File: src/hdl/mlcr_pkg.sv
// Shared constants and types for the midpoint line color rasterizer.
package mlcr_pkg;

    localparam int COORD_BITS      = 12;
    localparam int COLOR_BITS      = 8;
    localparam int COLOR_FRAC_BITS = 16;
    localparam int NUM_CHAN        = 3;
    localparam int CHAN_BITS       = 2;

    // Unsigned 8.F color accumulator and signed 8.F color step.
    localparam int ACC_BITS = COLOR_BITS + COLOR_FRAC_BITS;
    localparam int INC_BITS = ACC_BITS + 1;

    // Doubled midpoint decision spans about four major lengths.
    localparam int DEC_BITS = COORD_BITS + 3;

    // The divider retires one quotient bit per cycle.
    localparam int DIV_STEPS    = ACC_BITS;
    localparam int DIV_CNT_BITS = $clog2(DIV_STEPS + 1);

    // Request codes.
    localparam logic MODE_LOAD = 1'b0;
    localparam logic MODE_STEP = 1'b1;

    // Request to the color step divider.
    typedef struct packed {
        logic                  start;
        logic [ACC_BITS-1:0]   dividend;
        logic [COORD_BITS-1:0] divisor;
    } div_req_t;

    // Response from the color step divider.
    typedef struct packed {
        logic                done;
        logic [ACC_BITS-1:0] quotient;
    } div_rsp_t;

endpackage

File: src/hdl/mlcr_item_if.sv
// Valid/ready channel carrying one line request (load or step).
interface mlcr_item_if;
    import mlcr_pkg::*;

    logic                  valid;
    logic                  ready;
    logic                  mode;
    logic [COORD_BITS-1:0] x_start;
    logic [COORD_BITS-1:0] y_start;
    logic [COORD_BITS-1:0] x_end;
    logic [COORD_BITS-1:0] y_end;
    logic [COLOR_BITS-1:0] red_start;
    logic [COLOR_BITS-1:0] green_start;
    logic [COLOR_BITS-1:0] blue_start;
    logic [COLOR_BITS-1:0] red_end;
    logic [COLOR_BITS-1:0] green_end;
    logic [COLOR_BITS-1:0] blue_end;

    modport source (
        output valid, mode, x_start, y_start, x_end, y_end,
               red_start, green_start, blue_start, red_end, green_end, blue_end,
        input  ready
    );

    modport sink (
        input  valid, mode, x_start, y_start, x_end, y_end,
               red_start, green_start, blue_start, red_end, green_end, blue_end,
        output ready
    );
endinterface

File: src/hdl/mlcr_pixel_if.sv
// Valid/ready channel carrying one rasterized pixel.
interface mlcr_pixel_if;
    import mlcr_pkg::*;

    logic                  valid;
    logic                  ready;
    logic [COORD_BITS-1:0] pixel_x;
    logic [COORD_BITS-1:0] pixel_y;
    logic [COLOR_BITS-1:0] red;
    logic [COLOR_BITS-1:0] green;
    logic [COLOR_BITS-1:0] blue;
    logic                  last_pixel;

    modport source (
        output valid, pixel_x, pixel_y, red, green, blue, last_pixel,
        input  ready
    );

    modport sink (
        input  valid, pixel_x, pixel_y, red, green, blue, last_pixel,
        output ready
    );
endinterface

File: src/hdl/midpoint_line_color_raster.sv
// Midpoint line rasterizer with linear RGB interpolation, top level.
//
// Usage: requests arrive on line_in, pixels leave on pixel_out; both are
// valid/ready channels and a transfer happens on a clock edge with both high.
// A load request (mode 0) latches a line. Its geometry is set up in the cycle
// of the transfer; the three color steps are then divided one after another
// by a shared bit-serial divider, so a load of a line with nonzero length
// keeps line_in.ready low until all three divisions are done. A point line
// needs no division and the block is ready again in the next cycle.
// Each step request (mode 1) with an active line produces one pixel, shown on
// pixel_out in the cycle after the transfer, and step requests can be taken one
// per cycle while the receiver keeps pixel_out.ready high. The final pixel of
// a line has last_pixel set; a step with no active line produces nothing. A load
// replaces any line still in progress. The pixel sits in an output register:
// while it waits, line_in.ready stays high only if pixel_out.ready is high, so a
// stalled receiver holds the block. Reset clears the active line and the output
// register; loads are needed before pixels come out.
module midpoint_line_color_raster (
    input  logic         clk,
    input  logic         rst_n,
    mlcr_item_if.sink    line_in,
    mlcr_pixel_if.source pixel_out
);
    import mlcr_pkg::*;

    typedef enum logic [2:0] {
        ST_IDLE  = 3'b001,
        ST_START = 3'b010,
        ST_WAIT  = 3'b100
    } state_t;

    state_t                      state_reg;
    logic                        active_reg;
    logic [COORD_BITS-1:0]       cur_x_reg;
    logic [COORD_BITS-1:0]       cur_y_reg;
    logic [COORD_BITS-1:0]       steps_left_reg;
    logic signed [DEC_BITS-1:0]  decision_reg;
    logic                        major_is_x_reg;
    logic                        minor_used_reg;
    logic                        major_step_neg_reg;
    logic                        minor_step_neg_reg;
    logic [COORD_BITS-1:0]       major_len_reg;
    logic [COORD_BITS-1:0]       minor_len_reg;
    logic [CHAN_BITS-1:0]        chan_reg;
    logic [ACC_BITS-1:0]         color_acc_reg [NUM_CHAN];
    logic signed [INC_BITS-1:0]  color_inc_reg [NUM_CHAN];
    logic [COLOR_BITS-1:0]       diff_mag_reg  [NUM_CHAN];
    logic                        diff_neg_reg  [NUM_CHAN];

    logic                        out_valid_reg;
    logic [COORD_BITS-1:0]       out_x_reg;
    logic [COORD_BITS-1:0]       out_y_reg;
    logic [COLOR_BITS-1:0]       out_color_reg [NUM_CHAN];
    logic                        out_last_reg;

    logic                        accept;
    logic                        do_load;
    logic                        do_step;

    logic [COORD_BITS:0]         dx;
    logic [COORD_BITS:0]         dy;
    logic [COORD_BITS-1:0]       adx;
    logic [COORD_BITS-1:0]       ady;
    logic                        load_major_x;
    logic [COORD_BITS-1:0]       load_major;
    logic [COORD_BITS-1:0]       load_minor;
    logic signed [DEC_BITS-1:0]  load_decision;
    logic [COLOR_BITS-1:0]       col_start [NUM_CHAN];
    logic [COLOR_BITS-1:0]       col_end   [NUM_CHAN];

    logic [COORD_BITS-1:0]       steps_next;
    logic                        last;
    logic                        minor_move;
    logic [COORD_BITS-1:0]       len_diff;
    logic signed [DEC_BITS-1:0]  decision_next;
    logic                        moving;
    logic [COORD_BITS-1:0]       x_next;
    logic [COORD_BITS-1:0]       y_next;

    mlcr_pkg::div_req_t          div_req;
    mlcr_pkg::div_rsp_t          div_rsp;
    logic [INC_BITS-1:0]         quo_ext;
    logic signed [INC_BITS-1:0]  inc_signed;

    // Handshake on the request side.
    assign line_in.ready = (state_reg == ST_IDLE) && (!out_valid_reg || pixel_out.ready);
    assign accept        = line_in.valid && line_in.ready;
    assign do_load       = accept && (line_in.mode == MODE_LOAD);
    assign do_step       = accept && (line_in.mode == MODE_STEP) && active_reg;

    // Line setup: axis lengths, directions and the doubled midpoint start value.
    always_comb
    begin
        dx  = {1'b0, line_in.x_end} - {1'b0, line_in.x_start};
        dy  = {1'b0, line_in.y_end} - {1'b0, line_in.y_start};
        adx = dx[COORD_BITS] ? COORD_BITS'(-dx) : dx[COORD_BITS-1:0];
        ady = dy[COORD_BITS] ? COORD_BITS'(-dy) : dy[COORD_BITS-1:0];
        load_major_x  = adx >= ady;
        load_major    = load_major_x ? adx : ady;
        load_minor    = load_major_x ? ady : adx;
        load_decision = $signed({3'b000, load_major}) - $signed({2'b00, load_minor, 1'b0});
        col_start[0]  = line_in.red_start;
        col_start[1]  = line_in.green_start;
        col_start[2]  = line_in.blue_start;
        col_end[0]    = line_in.red_end;
        col_end[1]    = line_in.green_end;
        col_end[2]    = line_in.blue_end;
    end

    // Pixel step: decision update and movement along both axes.
    always_comb
    begin
        steps_next = steps_left_reg - 1'b1;
        last       = steps_next == '0;
        minor_move = minor_used_reg && decision_reg[DEC_BITS-1];
        len_diff   = major_len_reg - minor_len_reg;
        if (minor_move)
            decision_next = decision_reg + $signed({2'b00, len_diff, 1'b0});
        else
            decision_next = decision_reg - $signed({2'b00, minor_len_reg, 1'b0});
        moving = major_len_reg != '0;
        x_next = cur_x_reg;
        y_next = cur_y_reg;
        if (moving)
        begin
            if (major_is_x_reg)
            begin
                x_next = major_step_neg_reg ? cur_x_reg - 1'b1 : cur_x_reg + 1'b1;
                if (minor_move)
                    y_next = minor_step_neg_reg ? cur_y_reg - 1'b1 : cur_y_reg + 1'b1;
            end
            else
            begin
                y_next = major_step_neg_reg ? cur_y_reg - 1'b1 : cur_y_reg + 1'b1;
                if (minor_move)
                    x_next = minor_step_neg_reg ? cur_x_reg - 1'b1 : cur_x_reg + 1'b1;
            end
        end
    end

    // Shared divider: |end - start| * 2^F over the major length, one channel at a time.
    always_comb
    begin
        div_req.start    = state_reg == ST_START;
        div_req.dividend = {diff_mag_reg[chan_reg], {COLOR_FRAC_BITS{1'b0}}};
        div_req.divisor  = major_len_reg;
        quo_ext          = {1'b0, div_rsp.quotient};
        inc_signed       = diff_neg_reg[chan_reg] ? $signed(-quo_ext) : $signed(quo_ext);
    end

    mlcr_divider u_divider (
        .clk   (clk),
        .rst_n (rst_n),
        .req   (div_req),
        .rsp   (div_rsp)
    );

    // Sequencer and line state.
    always_ff @(posedge clk or negedge rst_n)
    begin
        if (!rst_n)
        begin
            state_reg          <= ST_IDLE;
            active_reg         <= 1'b0;
            chan_reg           <= '0;
            cur_x_reg          <= '0;
            cur_y_reg          <= '0;
            steps_left_reg     <= '0;
            decision_reg       <= '0;
            major_is_x_reg     <= 1'b0;
            minor_used_reg     <= 1'b0;
            major_step_neg_reg <= 1'b0;
            minor_step_neg_reg <= 1'b0;
            major_len_reg      <= '0;
            minor_len_reg      <= '0;
        end
        else
        begin
            case (state_reg)
                ST_IDLE:
                begin
                    if (do_load)
                    begin
                        active_reg         <= 1'b1;
                        cur_x_reg          <= line_in.x_start;
                        cur_y_reg          <= line_in.y_start;
                        major_is_x_reg     <= load_major_x;
                        major_len_reg      <= load_major;
                        minor_len_reg      <= load_minor;
                        minor_used_reg     <= load_minor != '0;
                        major_step_neg_reg <= load_major_x ? dx[COORD_BITS] : dy[COORD_BITS];
                        minor_step_neg_reg <= load_major_x ? dy[COORD_BITS] : dx[COORD_BITS];
                        decision_reg       <= load_decision;
                        steps_left_reg     <= (load_major == '0) ? COORD_BITS'(1) : load_major;
                        chan_reg           <= '0;
                        if (load_major != '0)
                            state_reg <= ST_START;
                    end
                    else if (do_step)
                    begin
                        steps_left_reg <= steps_next;
                        decision_reg   <= decision_next;
                        cur_x_reg      <= x_next;
                        cur_y_reg      <= y_next;
                        if (last)
                            active_reg <= 1'b0;
                    end
                end
                ST_START:
                begin
                    state_reg <= ST_WAIT;
                end
                ST_WAIT:
                begin
                    if (div_rsp.done)
                    begin
                        if (chan_reg == CHAN_BITS'(NUM_CHAN - 1))
                        begin
                            state_reg <= ST_IDLE;
                        end
                        else
                        begin
                            chan_reg  <= chan_reg + 1'b1;
                            state_reg <= ST_START;
                        end
                    end
                end
                default:
                begin
                    state_reg <= ST_IDLE;
                end
            endcase
        end
    end

    // Color accumulators, steps and channel differences.
    always_ff @(posedge clk)
    begin
        for (int k = 0; k < NUM_CHAN; k++)
        begin
            if (do_load)
            begin
                color_acc_reg[k] <= {col_start[k], {COLOR_FRAC_BITS{1'b0}}};
                color_inc_reg[k] <= '0;
                diff_neg_reg[k]  <= col_end[k] < col_start[k];
                diff_mag_reg[k]  <= (col_end[k] < col_start[k]) ? col_start[k] - col_end[k]
                                                                : col_end[k] - col_start[k];
            end
            else if (do_step)
            begin
                color_acc_reg[k] <= color_acc_reg[k] + color_inc_reg[k][ACC_BITS-1:0];
            end
        end
        if ((state_reg == ST_WAIT) && div_rsp.done)
            color_inc_reg[chan_reg] <= inc_signed;
    end

    // Output register valid flag.
    always_ff @(posedge clk or negedge rst_n)
    begin
        if (!rst_n)
            out_valid_reg <= 1'b0;
        else if (do_step)
            out_valid_reg <= 1'b1;
        else if (pixel_out.ready)
            out_valid_reg <= 1'b0;
    end

    // Output register payload.
    always_ff @(posedge clk)
    begin
        if (do_step)
        begin
            out_x_reg    <= cur_x_reg;
            out_y_reg    <= cur_y_reg;
            out_last_reg <= last;
            for (int k = 0; k < NUM_CHAN; k++)
                out_color_reg[k] <= color_acc_reg[k][ACC_BITS-1:COLOR_FRAC_BITS];
        end
    end

    assign pixel_out.valid      = out_valid_reg;
    assign pixel_out.pixel_x    = out_x_reg;
    assign pixel_out.pixel_y    = out_y_reg;
    assign pixel_out.red        = out_color_reg[0];
    assign pixel_out.green      = out_color_reg[1];
    assign pixel_out.blue       = out_color_reg[2];
    assign pixel_out.last_pixel = out_last_reg;

`ifndef SYNTHESIS
    // An active line always has at least one pixel left.
    a_active_has_steps: assert property (@(posedge clk) disable iff (!rst_n)
        active_reg |-> steps_left_reg != '0)
        else $error("active line with no pixels left");

    // The divider only finishes while the sequencer waits for it.
    a_div_done_in_wait: assert property (@(posedge clk) disable iff (!rst_n)
        div_rsp.done |-> state_reg == ST_WAIT)
        else $error("divider finished outside of its wait state");

    // Emitting the final pixel ends the line.
    a_last_ends_line: assert property (@(posedge clk) disable iff (!rst_n)
        (do_step && last) |=> (!active_reg && out_valid_reg && out_last_reg))
        else $error("line still active after its last pixel");
`endif

endmodule

File: src/hdl/mlcr_divider.sv
// Restoring unsigned divider, one quotient bit per cycle, for the color steps.
module mlcr_divider (
    input  logic               clk,
    input  logic               rst_n,
    input  mlcr_pkg::div_req_t req,
    output mlcr_pkg::div_rsp_t rsp
);
    import mlcr_pkg::*;

    logic                    busy_reg;
    logic [DIV_CNT_BITS-1:0] cnt_reg;
    logic [COORD_BITS-1:0]   rem_reg;
    logic [ACC_BITS-1:0]     quo_reg;
    logic [COORD_BITS-1:0]   divisor_reg;

    logic [COORD_BITS:0]     shifted;
    logic                    fits;
    logic [COORD_BITS:0]     rem_diff;
    logic [COORD_BITS-1:0]   rem_next;
    logic [ACC_BITS-1:0]     quo_next;
    logic                    stepping;

    // One trial subtraction of the shifted partial remainder.
    always_comb
    begin
        shifted  = {rem_reg, quo_reg[ACC_BITS-1]};
        fits     = shifted >= {1'b0, divisor_reg};
        rem_diff = shifted - {1'b0, divisor_reg};
        rem_next = fits ? rem_diff[COORD_BITS-1:0] : shifted[COORD_BITS-1:0];
        quo_next = {quo_reg[ACC_BITS-2:0], fits};
        stepping = busy_reg && (cnt_reg != '0);
    end

    // Sequencing: count the quotient bits down, report completion once.
    always_ff @(posedge clk or negedge rst_n)
    begin
        if (!rst_n)
        begin
            busy_reg <= 1'b0;
            cnt_reg  <= '0;
        end
        else if (req.start)
        begin
            busy_reg <= 1'b1;
            cnt_reg  <= DIV_CNT_BITS'(DIV_STEPS);
        end
        else if (stepping)
        begin
            cnt_reg <= cnt_reg - 1'b1;
        end
        else if (busy_reg)
        begin
            busy_reg <= 1'b0;
        end
    end

    // Datapath registers.
    always_ff @(posedge clk)
    begin
        if (req.start)
        begin
            rem_reg     <= '0;
            quo_reg     <= req.dividend;
            divisor_reg <= req.divisor;
        end
        else if (stepping)
        begin
            rem_reg <= rem_next;
            quo_reg <= quo_next;
        end
    end

    assign rsp.done     = busy_reg && (cnt_reg == '0);
    assign rsp.quotient = quo_reg;

endmodule

File: src/flat_wrapper.sv
// flat-port wrapper written by rule: the top's interface ports become plain ports
module midpoint_line_color_raster_flat import mlcr_pkg::*;
  (clk, rst_n, line_in_valid, line_in_mode, line_in_x_start, line_in_y_start, line_in_x_end, line_in_y_end, line_in_red_start, line_in_green_start, line_in_blue_start, line_in_red_end, line_in_green_end, line_in_blue_end, line_in_ready, pixel_out_valid, pixel_out_pixel_x, pixel_out_pixel_y, pixel_out_red, pixel_out_green, pixel_out_blue, pixel_out_last_pixel, pixel_out_ready);
  mlcr_item_if line_in_i ();
  mlcr_pixel_if pixel_out_i ();
  input  logic clk;
  input  logic rst_n;
  input wire logic [$bits(line_in_i.valid)-1:0] line_in_valid;
  input wire logic [$bits(line_in_i.mode)-1:0] line_in_mode;
  input wire logic [$bits(line_in_i.x_start)-1:0] line_in_x_start;
  input wire logic [$bits(line_in_i.y_start)-1:0] line_in_y_start;
  input wire logic [$bits(line_in_i.x_end)-1:0] line_in_x_end;
  input wire logic [$bits(line_in_i.y_end)-1:0] line_in_y_end;
  input wire logic [$bits(line_in_i.red_start)-1:0] line_in_red_start;
  input wire logic [$bits(line_in_i.green_start)-1:0] line_in_green_start;
  input wire logic [$bits(line_in_i.blue_start)-1:0] line_in_blue_start;
  input wire logic [$bits(line_in_i.red_end)-1:0] line_in_red_end;
  input wire logic [$bits(line_in_i.green_end)-1:0] line_in_green_end;
  input wire logic [$bits(line_in_i.blue_end)-1:0] line_in_blue_end;
  output wire logic [$bits(line_in_i.ready)-1:0] line_in_ready;
  output wire logic [$bits(pixel_out_i.valid)-1:0] pixel_out_valid;
  output wire logic [$bits(pixel_out_i.pixel_x)-1:0] pixel_out_pixel_x;
  output wire logic [$bits(pixel_out_i.pixel_y)-1:0] pixel_out_pixel_y;
  output wire logic [$bits(pixel_out_i.red)-1:0] pixel_out_red;
  output wire logic [$bits(pixel_out_i.green)-1:0] pixel_out_green;
  output wire logic [$bits(pixel_out_i.blue)-1:0] pixel_out_blue;
  output wire logic [$bits(pixel_out_i.last_pixel)-1:0] pixel_out_last_pixel;
  input wire logic [$bits(pixel_out_i.ready)-1:0] pixel_out_ready;
  assign line_in_i.valid = line_in_valid;
  assign line_in_i.mode = line_in_mode;
  assign line_in_i.x_start = line_in_x_start;
  assign line_in_i.y_start = line_in_y_start;
  assign line_in_i.x_end = line_in_x_end;
  assign line_in_i.y_end = line_in_y_end;
  assign line_in_i.red_start = line_in_red_start;
  assign line_in_i.green_start = line_in_green_start;
  assign line_in_i.blue_start = line_in_blue_start;
  assign line_in_i.red_end = line_in_red_end;
  assign line_in_i.green_end = line_in_green_end;
  assign line_in_i.blue_end = line_in_blue_end;
  assign line_in_ready = line_in_i.ready;
  assign pixel_out_valid = pixel_out_i.valid;
  assign pixel_out_pixel_x = pixel_out_i.pixel_x;
  assign pixel_out_pixel_y = pixel_out_i.pixel_y;
  assign pixel_out_red = pixel_out_i.red;
  assign pixel_out_green = pixel_out_i.green;
  assign pixel_out_blue = pixel_out_i.blue;
  assign pixel_out_last_pixel = pixel_out_i.last_pixel;
  assign pixel_out_i.ready = pixel_out_ready;
  midpoint_line_color_raster u_core (.clk(clk), .rst_n(rst_n), .line_in(line_in_i), .pixel_out(pixel_out_i));
endmodule
File: config.mk
export PLATFORM = sky130hd
export DESIGN_NAME = midpoint_line_color_raster_flat
export DESIGN_NICKNAME = d
export VERILOG_FILES = /design/src/hdl/mlcr_pkg.sv /design/src/hdl/mlcr_item_if.sv /design/src/hdl/mlcr_pixel_if.sv /design/src/hdl/midpoint_line_color_raster.sv /design/src/hdl/mlcr_divider.sv /design/src/flat_wrapper.sv
export SDC_FILE = /design/constraint.sdc
export NUM_CORES = 1
export LEC_CHECK = 0
export BUFFER_PORTS_ARGS = -buffer_cell sky130_fd_sc_hd__buf_2
export CAP_MARGIN = 20
export CORE_MARGIN = 3
export CORE_UTILIZATION = 60
export CTS_CLUSTER_DIAMETER = 80
export DETAILED_ROUTE_END_ITERATION = 8
export GPL_ROUTABILITY_DRIVEN = 1
export GPL_TIMING_DRIVEN = 0
export PLACE_DENSITY = 0.79
export SYNTH_ARGS = -nofsm -noshare
export SYNTH_HDL_FRONTEND = slang
export SYNTH_SLANG_ARGS = --single-unit
File: constraint.sdc
create_clock -name clk -period 9.5 [get_ports clk]
set_clock_uncertainty 0.15 [all_clocks]
set_input_delay 0.95 -clock clk [delete_from_list [all_inputs] [get_ports clk]]
set_output_delay 0.95 -clock clk [all_outputs]
set_load 0.005 [all_outputs]
* After elaboration in Yosys (flattened, before gate mapping) *
Memory sizes are Yosys's and may differ from the RTL's.
Index checks and enable logic that the tools add are counted.

storage, ports and cells
  register bits = 165
  bits in writable memories = 198
  output and inout bits = 51
  memories kept = 5

memory list
  name                  words  width  rd ports  clocked after Yosys merged registers in  write ports  line                              RTL
  u_core.color_inc_reg  3      25     3         0                                        3            midpoint_line_color_raster.sv:46  logic signed [INC_BITS-1:0] color_inc_reg [NUM_CHAN];
  u_core.color_acc_reg  3      24     3         0                                        3            midpoint_line_color_raster.sv:45  logic [ACC_BITS-1:0] color_acc_reg [NUM_CHAN];
  u_core.diff_mag_reg   3      8      1         0                                        3            midpoint_line_color_raster.sv:47  logic [COLOR_BITS-1:0] diff_mag_reg [NUM_CHAN];
  u_core.out_color_reg  3      8      3         0                                        3            midpoint_line_color_raster.sv:53  logic [COLOR_BITS-1:0] out_color_reg [NUM_CHAN];
  u_core.diff_neg_reg   3      1      1         0                                        3            midpoint_line_color_raster.sv:48  logic diff_neg_reg [NUM_CHAN];

operators by class
  $add $sub $neg = 26
  order comparisons = 5
  eq/ne operators = 10
  muxes and demuxes = 65
  bitwise logic cells = 4
  reductions and logical operators = 33

operators by type and width
  kind                     number
  $mux W12                 22
  $mux W24                 5
  $add A24 B24 Y24         3
  $mux W25                 2
  $sub A8 B8 Y8            6
  $mux W15                 3
  $reduce_bool A12 Y1      3
  $sub A12 B1 Y12 const B  3
  $sub A12 B12 Y13         2
  $neg A24 Y25             1
  $reduce_or A25 Y1        1
  $add A12 B1 Y12 const B  2
  $logic_not A12 Y1        2
  $lt A8 B8 Y1             3
  $mux W8                  3
  $neg A12 Y12             2
  $sub A12 B12 Y12         2
  $mux W1                  18
  $add A15 B14 Y15         1
  $sub A15 B14 Y15         1
  $sub A12 B13 Y14         1
  $ge A13 B12 Y1           1
  $ge A12 B12 Y1           1
  $reduce_and A4 Y1        3
  other kinds (25)         52

* Logic depth before layout (Yosys ltp) *
  depth in word-level cells = 10
  depth in mapped cells = 38
  gate-level depth less buffers = 34

* Cells and area by module *
Synthesis repeated with hierarchy kept, for this count alone.

second synthesis, totals
  cells, all modules = 2612
  area total of the unflattened synthesis = 24502.2 µm²

by module, submodules not included
  module                      times used  cells an instance  area an instance (µm²)
  midpoint_line_color_raster  1           2376               21683.3
  mlcr_divider                1           236                2819.0

* Worst setup path before layout *
Ideal clock, no wire load.

  path type = input-to-reg
  from = in line_in_y_end[0]
  to = reg u_core.decision_reg[12]
  arrival = 7.838 ns
  slack = 1.431 ns
  stages on the path = 35
  path buffers = 4
  path through = inv_1 ha_1 inv_1 fa_1 a211oi_2 nor3_1 o22ai_1 a31o_1 clkbuf_1 clkbuf_1 o21ai_0 xor2_1 ha_1 a21oi_1 a21boi_0 o21ai_0 a21oi_1 o41ai_1 nand3_1 o221ai_2 buf_6 buf_2 mux2i_1 inv_1 ha_1 a21o_1 a21oi_1 maj3_1 o21bai_1 nand2_1 o21ai_0 o2111a_2 nor3_2 o311a_1 nor3_2

on the way
  cells in the longest elaborated chain, start to end = 7
  elaborated cells between the ends (all ways) = 8
  classes of those cells = add/sub (3); order compare (1); mux (4)

ends and longest elaborated chain
  element                   line                               RTL
  start: declaration        flat_wrapper.sv:13                 input wire logic [$bits(line_in_i.y_end)-1:0] line_in_y_end;
  $sub A12 B12 Y13 (*)      midpoint_line_color_raster.sv:95   dy = {1'b0, line_in.y_end} - {1'b0, line_in.y_start};
  $neg A12 Y12              midpoint_line_color_raster.sv:97   ady = dy[COORD_BITS] ? COORD_BITS'(-dy) : dy[COORD_BITS-1:0];
  $mux W12 (*)              midpoint_line_color_raster.sv:97
  $ge A12 B12 Y1            midpoint_line_color_raster.sv:98   load_major_x = adx >= ady;
  $mux W12 (*)              midpoint_line_color_raster.sv:100  load_minor = load_major_x ? ady : adx;
  net u_core.load_minor[1]  midpoint_line_color_raster.sv:66   logic [COORD_BITS-1:0] load_minor;
  $sub A12 B13 Y14 (*)      midpoint_line_color_raster.sv:101  load_decision = $signed({3'b000, load_major}) - $signed({2'b00, load_minor, 1'b0});
  $mux W15 (*)              midpoint_line_color_raster.sv:182  if (do_load)
  end signal: assignment    midpoint_line_color_raster.sv:193  decision_reg <= load_decision;
  end signal: assignment    midpoint_line_color_raster.sv:202  decision_reg <= decision_next;
  end: declaration          midpoint_line_color_raster.sv:37   logic signed [DEC_BITS-1:0] decision_reg;

The timed path passes the listed nets; every way through them passes the cells marked *.
A chain may end at the register's enable or synchronous reset.

* Worst setup path after layout *
  from = in line_in_y_start[0]
  to = reg u_core.decision_reg[12]

on the way
  cells in the longest elaborated chain, start to end = 7
  elaborated cells between the ends (all ways) = 8
  classes of those cells = add/sub (3); order compare (1); mux (4)

ends and longest elaborated chain
  element                   line                               RTL
  start: declaration        flat_wrapper.sv:11                 input wire logic [$bits(line_in_i.y_start)-1:0] line_in_y_start;
  $sub A12 B12 Y13 (*)      midpoint_line_color_raster.sv:95
  $neg A12 Y12              midpoint_line_color_raster.sv:97
  $mux W12 (*)              midpoint_line_color_raster.sv:97
  $ge A12 B12 Y1            midpoint_line_color_raster.sv:98
  $mux W12 (*)              midpoint_line_color_raster.sv:100
  net u_core.load_minor[1]  midpoint_line_color_raster.sv:66
  $sub A12 B13 Y14 (*)      midpoint_line_color_raster.sv:101
  $mux W15 (*)              midpoint_line_color_raster.sv:182

Marks and branches as above.

==> flow_metrics.py <==
metrics = {
    "run_status": {
        "run_status": "completed",
    },
    "clock_tree": {
        "ctsHoldBuffers": 0,
        "ctsLongestPathBuffers": 3,
        "clock-root-buffer": "clkbuf_16",
        "clock_sinks": 359,
        "clkLatencyLatePin_ps": 580,
        "htree_levels": 2,
        "cts_buffers": 41,
        "clkSlewWorstSetupHoldPaths_ps": 60,
        "cts_tree": "yes",
    },
    "power_and_ir_drop": {
        "seqPwrFrac": 0.295,
        "vdd.ir_drop.worst_v": 0.000243,
        "p_switching_mw": 3.82,
        "total_power_mw": 8.81,
        "cellPowerDensity_nw_per_um2": 325,
        "cellLeakagePower_nw": 11.7,
        "combinationalPowerShare": 0.519,
        "cellInternalPower_mw": 4.98,
        "swShare": 0.434,
        "part_of_the_total_power_dissipated_in_the_clock_network": 0.186,
    },
    "floorplan": {
        "design.portCount": 152,
        "floorplan.die.width_um": 207,
        "fp-row-count": 72,
        "area_of_the_core_sq_um": 39200,
        "floorplan.die.height_um": 207,
        "fp.dieArea_sq_um": 42700,
        "starting_density": 0.616,
    },
    "timing": {
        "finalSetupTns_ps": 0,
        "timing.slew.headroom": 0.292,
        "fin_ws_ps": 683,
        "grt_setup_unrepaired": "false",
        "final_min_period_over_clock_period": 0.928,
        "final-hold-violation-count": 0,
        "max_freq_mhz": 113,
        "worst_pin_slew_ps": 1060,
        "slew_violations": 0,
        "post-route-min-period_ps": 8820,
        "timing.final.setup_violations": 0,
    },
    "cells_and_area": {
        "utilization_after_layout": 0.691,
        "final_cell_area_sq_um": 27100,
        "finish.net_count": 3138,
        "fill_cells": 2972,
        "flow.area_growth_from_synthesis_pct": 12.1,
        "drive_gt1_frac": 0.0964,
    },
    "logic_synthesis": {
        "biggest_area_consumer_among_synthesized_cells": "edfxtp_1",
        "yosysMostFrequentCell": "nor2_1",
        "synth_warnings": 0,
        "syn_inst": 2621,
        "synth-edff-count": 240,
        "yosys-top-cells-area": "edfxtp_1 (30%), ha_1 (11%), dfrtp_1 (9.3%)",
        "post_synth.cell_area_avg_sq_um": 9.22,
        "synth_async_sr_flop_share": 0.253,
        "synth_sequential_area_ratio": 0.416,
        "synth_top_area_share": 0.298,
        "yosys_register_bits": 359,
        "mappedNetlistNets": 2940,
        "post_synth_most_frequent_cells": "nor2_1 (296), nand2_1 (270), edfxtp_1 (240)",
        "ys.flop_type": "edfxtp_1",
        "post_synth_instance_area_sq_um": 24200,
        "yosys.cell_types.count": 94,
    },
    "setup_path": {
        "critPathKind": "in -> reg",
        "worst_path_cell_with_the_longest_stage_delay": "xor2_1",
        "worst-endpoint-required_ps": 9840,
        "cpPeakStageDelay_ps": 510,
        "cp-start-kind": "primary input",
        "critical_path_peak_fanout": 10,
        "worst_ep_arrival_time_ps": 9150,
        "cp-end-kind": "register",
    },
    "job": {
        "drv_cap": 0,
    },
    "detailed_routing": {
        "post-route-drc-count": 0,
        "drt-vias-per-instance": 6.04,
        "drtAntennaViolNets": 0,
        "dr_pass1_iterations": 6,
        "drt_first_iter_violations": 1690,
        "route.final.wire_length_um": 64500,
        "routed-via-count": 20400,
        "wire_per_inst_um": 19.1,
    },
    "global_route": {
        "grt_antenna_before_repair": 5,
        "grt.overflow.total": 0,
        "grt_max_degree": 48,
        "grt_use_total": 0.297,
        "grt_pass1_vias": 20100,
        "grt_first_pass_wirelength_um": 101000,
    },
    "place": {
        "finalWeightedCongestion": 0.930,
        "dpl.hpwl_um": 48800,
        "cell_area_reported_after_detailed_placement_sq_um": 25600,
        "buffer_ports.inserted": 151,
        "placement.setup.worst_slack_ps": 43.3,
    },
    "hold_path": {
        "holdCritPathClass": "in -> async",
    },
}
cell usage in the layout, fill, tap and decap left out, drive strengths merged, types with 21 or more instances in the layout:
| cell type | n |
|---|---|
| o31ai | 24 |
| a21oi | 199 |
| a211oi | 26 |
| clkbuf | 119 |
| edfxtp | 240 |
| buf | 175 |
| mux2i | 49 |
| o21ai | 189 |
| nor3 | 71 |
| and2 | 26 |
| nor2b | 21 |
| dfxtp | 28 |
| nand2 | 270 |
| nand3 | 38 |
| nor2 | 297 |
| xor2 | 83 |
| nand2b | 22 |
| dfrtp | 90 |
| a31oi | 21 |
| inv | 229 |
| ha | 203 |
| a21o | 29 |
| xnor2 | 102 |
cell families (layout without fill, tap and decap cells):
group,Yosys count,after routing,share of synthesized area
xor gates and xnor gates,185,185,0.0674
and+or+nand+nor,841,841,0.156
adders and majority gates,221,221,0.119
buffers and inverters,313,544,0.0495
other,0,5,0
muxes,64,64,0.0281
AOI/OAI and AO/OA,638,638,0.164
DFF,359,359,0.416
metal layers:
layer	wire (um)	up-vias	GRT usage	share of wire
met5	11	-	0	0.00017
met1	25200	9732	0.364	0.39
met4	2540	2	0.133	0.039
li1	-	9674	-	-
met3	4400	167	0.0390	0.068
met2	32400	816	0.526	0.50
path summary, 6_finish.rpt:
path | startpoint | end | slack, ps | depth (start not counted)
max in group asynchronous | rst_n | u_core.major_len_reg[2]$_DFFE_PN0P_ | 8210 | 2
worst min register to register | u_core.color_acc_reg[1][18]$_DFFE_PP_ | u_core.out_color_reg[0][10]$_DFFE_PP_ | 310 | 0
worst max-delay path | line_in_y_start[0] | u_core.decision_reg[12]$_DFFE_PN0P_ | 680 | 34
worst max register to register | u_core.color_inc_reg[1][1]$_SDFFCE_PN0P_ | u_core.color_acc_reg[1][23]$_DFFE_PP_ | 4390 | 16
worst min-delay path | rst_n | u_core.cur_x_reg[9]$_DFFE_PN0P_ | 270 | 1
min in group clk | u_core.color_acc_reg[1][18]$_DFFE_PP_ | u_core.out_color_reg[0][10]$_DFFE_PP_ | 310 | 0
stage by stage:
stage	hold slack, ps	cells
detailed placement	295	3293
global route	318	3374
finish	272	3375
CTS	293	3369
floorplan	273	2621
global placement	290	3290
worst max-delay path, delay by kind of cell:
| family | cells | cell delay [ps] |
|---|---|---|
| AO/OA/AOI/OAI | 13 | 3440 |
| XOR/XNOR | 1 | 510 |
| adder cells (fa/ha/maj) | 5 | 1450 |
| buffers and inverters | 8 | 1600 |
| multiplexers | 1 | 430 |
| AND/OR/NAND/NOR | 6 | 760 |
power groups by stage:
| stage | Combinational, mW | Clock [mW] | Sequential [mW] |
|---|---|---|---|
| 6_report | 4.57 | 1.64 | 2.59 |
| 3_3_place_gp | 4.24 | 0 | 2.60 |
| 5_1_grt | 5.06 | 1.71 | 2.65 |
| 2_1_floorplan | 3.40 | 0 | 2.50 |
| 3_5_place_dp | 4.44 | 0 | 2.61 |
| 4_1_cts | 4.49 | 1.65 | 2.58 |
layout make-up:
cell class              count  area, sq um  area share
multi-input cells        1949        12900       0.477
flip-flops and latches    359        10000       0.371
clock buffers              57         1170      0.0431
inverters                 231          867      0.0320
repair buffers            155          853      0.0315
well taps                 518          648      0.0239
plain buffers              82          335      0.0124
clock inverters            19          224     0.00827
diodes                      5         12.5    0.000462
repair_timing:
item | CTS | global route
setup buffers | 0 | 0
setup endpoints to repair | 0 | 2
gates resized for setup | 0 | 3
(Power assumes the default switching activity.)
